===== src/rsc_pkg.sv =====
`timescale 1ns / 1ps
// ----------------------------------------------------------------------------
// rsc_pkg
// Shared types and constants of the regular space clustering block.
// ----------------------------------------------------------------------------
package rsc_pkg;

   localparam int COORD_W = 16;
   localparam int DIST_W = 40;
   localparam int STATUS_W = 2;
   localparam int INDEX_W = 6;
   localparam int COUNT_W = 7;
   localparam int DIM_W = 5;

   localparam logic [STATUS_W-1:0] STATUS_NEAR = 2'd0;
   localparam logic [STATUS_W-1:0] STATUS_NEW = 2'd1;
   localparam logic [STATUS_W-1:0] STATUS_LIMIT = 2'd2;

   localparam logic [1:0] CSR_CUTOFF = 2'd0;
   localparam logic [1:0] CSR_LIMIT = 2'd1;
   localparam logic [1:0] CSR_DIM = 2'd2;

   typedef struct packed {
      logic start;      // Latch a beat and begin a sweep.
      logic step;       // Process the current center.
      logic finish;     // Close the beat (store coordinate, maybe end frame).
      logic find_min;   // Minimum search step.
      logic close_frame;
      logic emit;
   } cmd_type;

   typedef struct packed {
      logic sweep_done;
      logic min_done;
      logic frame_end;
   } sts_type;

endpackage


===== src/rsc_controller.sv =====
`timescale 1ns / 1ps
// ----------------------------------------------------------------------------
// rsc_controller
// Sequencer for the per-beat sweep, minimum search and result handshake.
// ----------------------------------------------------------------------------
module rsc_controller (
   input  logic clock,
   input  logic reset,
   input  logic req_tvalid,
   output logic req_tready,
   output logic rsp_tvalid,
   input  logic rsp_tready,
   output rsc_pkg::cmd_type cmd,
   input  rsc_pkg::sts_type sts
);
   import rsc_pkg::*;

   typedef enum logic [5:0] {
      S_IDLE  = 6'b000001,
      S_SWEEP = 6'b000010,
      S_DRAIN = 6'b000100,
      S_MIN   = 6'b001000,
      S_CLOSE = 6'b010000,
      S_OUT   = 6'b100000
   } state_type;

   state_type state_ff, state_in;
   logic k_start_ff;

   always_comb begin
      state_in = state_ff;
      cmd = '0;
      req_tready = 1'b0;
      rsp_tvalid = 1'b0;
      case (state_ff)
         S_IDLE: begin
            req_tready = 1'b1;
            if (req_tvalid) begin
               cmd.start = 1'b1;
               state_in = S_SWEEP;
            end
         end
         S_SWEEP: begin
            if (sts.sweep_done) begin
               cmd.finish = 1'b1;
               if (sts.frame_end) begin
                  cmd.start = 1'b0;
                  state_in = S_DRAIN;
               end else begin
                  state_in = S_IDLE;
               end
            end else begin
               cmd.step = !k_start_ff;
            end
         end
         S_DRAIN: begin
            state_in = S_MIN;
         end
         S_MIN: begin
            if (sts.min_done) begin
               state_in = S_CLOSE;
            end else begin
               cmd.find_min = 1'b1;
            end
         end
         S_CLOSE: begin
            cmd.close_frame = 1'b1;
            state_in = S_OUT;
         end
         S_OUT: begin
            rsp_tvalid = 1'b1;
            if (rsp_tready) begin
               state_in = S_IDLE;
            end
         end
         default: begin
            state_in = S_IDLE;
         end
      endcase
   end

   always_ff @(posedge clock) begin
      if (reset) begin
         state_ff <= S_IDLE;
         k_start_ff <= 1'b0;
      end else begin
         state_ff <= state_in;
         k_start_ff <= 1'b0;
      end
   end

endmodule

===== config.mk =====
export PLATFORM = sky130hd
export DESIGN_NAME = rsc_controller
export DESIGN_NICKNAME = d
export VERILOG_FILES = /design/src/rsc_pkg.sv /design/src/rsc_controller.sv
export SDC_FILE = /design/constraint.sdc
export NUM_CORES = 1
export LEC_CHECK = 0
export BUFFER_PORTS_ARGS = -buffer_cell sky130_fd_sc_hd__buf_2
export CORE_AREA = 3 3 40 42
export DETAILED_ROUTE_END_ITERATION = 7
export DIE_AREA = 0 0 43 45
export HOLD_SLACK_MARGIN = 0.1
export PLACE_DENSITY_LB_ADDON = 0.25
export SYNTH_ARGS = -nofsm -noshare
export SYNTH_HDL_FRONTEND = slang
export SYNTH_SLANG_ARGS = --single-unit
export TNS_END_PERCENT = 100

===== constraint.sdc =====
create_clock -name clock -period 1.6 [get_ports clock]
set_input_delay 0.32 -clock clock [delete_from_list [all_inputs] [get_ports clock]]
set_output_delay 0.32 -clock clock [all_outputs]
set_load 0.02 [all_outputs]

==> summary.md <==
| Metric | Value |
|---|---|
| Total CTS buffers | 3 |
| Fill cells | between 100 and 150 |
| Final wirelength | between 1 and 1.5 mm |
| Yosys warnings | 0 |
| Setup TNS | -1.58 ns |
| Site Rows | 13 |
| Number of diodes | 0 |
| Data required, critical path | about 1.3 ns |
| Core Region | between 1000 and 1500 sq um |
| Tmin final | around 2.0 ns |
| Die X-Extent | approximately 43 um |
| Final setup vio count | 10 |
| Grt ovf | 0 |
| Syn Inst Count | 45 |
| Hpwl dp | about 840 um |
| First-iteration detailed-routing DRC count | 6 |
| Post-synthesis xor/xnor area fraction | 0 |
| Max Buffers Root-to-Sink | 2 |
| Commonest cells after routing, fill and taps aside | buf_4, buf_6, buf_2, dfxtp_2, nor3b_1 |
| Remaining antenna violation count after routing | 0 |
| Yosys reg bits | 6 |
| Vias in the first global route | 445 |
| Max Slew Vio Count | 0 |
| Synth Area in Compound Gates | 0.189 |
| Multiplexer share of the synthesized area | 0 |
| Initial antenna violation count | 0 |
| Hold Fails Final Rpt | 0 |
| Largest net degree at the start of global routing | 9 |
| Register area share after synthesis | 0.298 |
| Pleak | about 0.34 nW |
| Unrepaired setup endpoints after global routing | true |
| CTS Sinks | 6 |
| GRT Util Overall | 0.132 |
| Final WS setup | -0.350 ns |
| Die area | between 1500 and 2000 sq um |
| Critical path capture point type | primary output |
| Period utilization | 1.22 |
| Failing checks | negative setup slack |
| Dpl ws | -0.103 ns |
| Clock Skew | ~0.0042 ns |
| Largest family of logic cells by synthesized area | simple AND/OR/NAND/NOR gates |
| Die Height | 45 um |
| NumNets Final | 91 |
| Root Driver | clkbuf_4 |
| Initial core utilization | 0.314 |
| CP arrival | between 1.5 and 2 ns |
| Mapped Area | between 400 and 500 sq um |
| GPL Wtd Cong | approximately 0.73 |
| Layout cell share with drive strength beyond 1 | 0.756 |
| Simple-gate area share of the yosys netlist | 0.457 |
| Max FFs per register | 6 |
| Via density | 5.14 |
| Most common cell after layout, fill and taps aside | buf_4 |
| Clk slew on worst S/H paths | 0.05 ns |
| CTS Hold Bufs | 0 |
| Outcome | complete, but fails checks |
| Hold Path Class | input pin to flop |
| Setup CP Type | flop to primary output |
| Adder-cell share of the synthesized area | 0 |
| First-pass GRT wire length | 1.83 mm |
| R2r setup slk | -0.08 ns |
| Synth cell types | 25 |
| Power per cell area | 591 nW/um^2 |
| Syn_area_per_cell | 8.95 sq um |
| Total vias in the final route | about 500 |
| Number of remaining DRC errors | 0 |
| Biggest registers after layout | state_ff: 6 flops |
| Worst vdd ir | around 0.00034 V |
| Clk Latency, worst-skew pair | 0.24 ns |
| Fmax | slightly above 0.5 GHz |
| Drt pass-1 iters | 3 |
| Peak fanout along the critical path | 3 |
| Maxcap violations | 0 |
| Startpoint Class | flop |
| Util after Layout | 0.622 |
| Port Buffers | 13 |
| IO Pins | 15 |
| CTS tree | done |
| P&R area growth vs syn | 98.4% |
| H-tree depth | 1 |
| Largest Register | state_ff |
| Syn_nets | 52 |
| WL/cell | about 14 um |
-- where the power goes --
part	internal [W]	switching [W]	leakage, nW
Clock	0.0000848	0.0000534	0.0138
Combinational	0.0000966	0.0000715	0.273
Sequential	0.000157	0.00000913	0.0510
Total	0.000339	0.000134	0.338
-- routing by layer --
layer | wire [um] | track usage | vias to the layer above
met5 | 0 | 0 | -
met4 | 25 | 0.108 | 0
met3 | 29 | 0.0279 | 2
met2 | 729 | 0.231 | 8
met1 | 576 | 0.135 | 246
li1 | - | - | 243
-- kinds of logic after synthesis --
| group | after synthesis |
|---|---|
| buf+inv | 4 |
| other cells | 1 |
| flops | 6 |
| simple gates | 25 |
| compound gates | 9 |
-- stage by stage --
stage	instances	area, sq um	hold slack (ns)	power, W
after CTS	94	737	0.316	0.000462
after global placement	84	571	0.578	0.000275
after global routing	97	800	0.321	0.000502
after floorplan	45	404	0.382	0.000225
after detailed placement	84	571	0.573	0.000275
final	97	800	0.315	0.000473
-- cells in the mapped netlist --
cell       instances  area [sq um]
o311ai_0           1          8.76
inv_2              1          3.75
nand3b_1           2          15.0
conb_1             1          3.75
and3b_1            1          8.76
nand4_1            1          6.26
a2111oi_4          1          27.5
nand2b_1           1          6.26
nand3_1            1          5.00
buf_4              1          7.51
nor3b_1            4          30.0
and2b_2            1          8.76
nor2_1             2          7.51
and2_2             1          7.51
inv_1              2          7.51
or4_4              2          22.5
nor4_1             2          12.5
nor3b_2            2          25.0
or3_1              1          6.26
a21oi_1            3          15.0
o21ai_0            3          15.0
nor3_1             2          10.0
o21ba_2            1          10.0
dfxtp_1            6           120
and2_1             2          12.5
-- final cells by class --
| cell class | instances | area (sq um) | share of cell area |
|---|---|---|---|
| flip-flops and latches | 6 | 128 | 0.160 |
| repair buffers | 35 | 293 | 0.366 |
| multi-input cells | 35 | 327 | 0.408 |
| clock buffers | 3 | 22.5 | 0.0282 |
| inverters | 3 | 11.3 | 0.0141 |
| well taps | 15 | 18.8 | 0.0235 |
-- repair_timing --
item | CTS | global route
setup endpoints to repair | 9 | 11
gates resized for setup | 25 | 15
pin swaps | 8 | 14
buffers inserted | 7 | 6
cloned | 0 | 0
endpoints found under the hold margin | 0 | 0
-- worst max-delay path, cell delays in order, from the launching register on --
cell     delay, ns
dfxtp_2       0.31
or4_4         0.55
nor3b_4       0.23
and2b_2       0.19
buf_6         0.12
-- worst paths after layout --
check               from     endpoint  cells after the start
max reg2reg  state_ff[0]  state_ff[5]                      5
min                reset  state_ff[5]                      2
max          state_ff[0]       cmd[4]                      4
min reg2reg  state_ff[4]  state_ff[3]                      3
(Power assumes the default switching activity.)
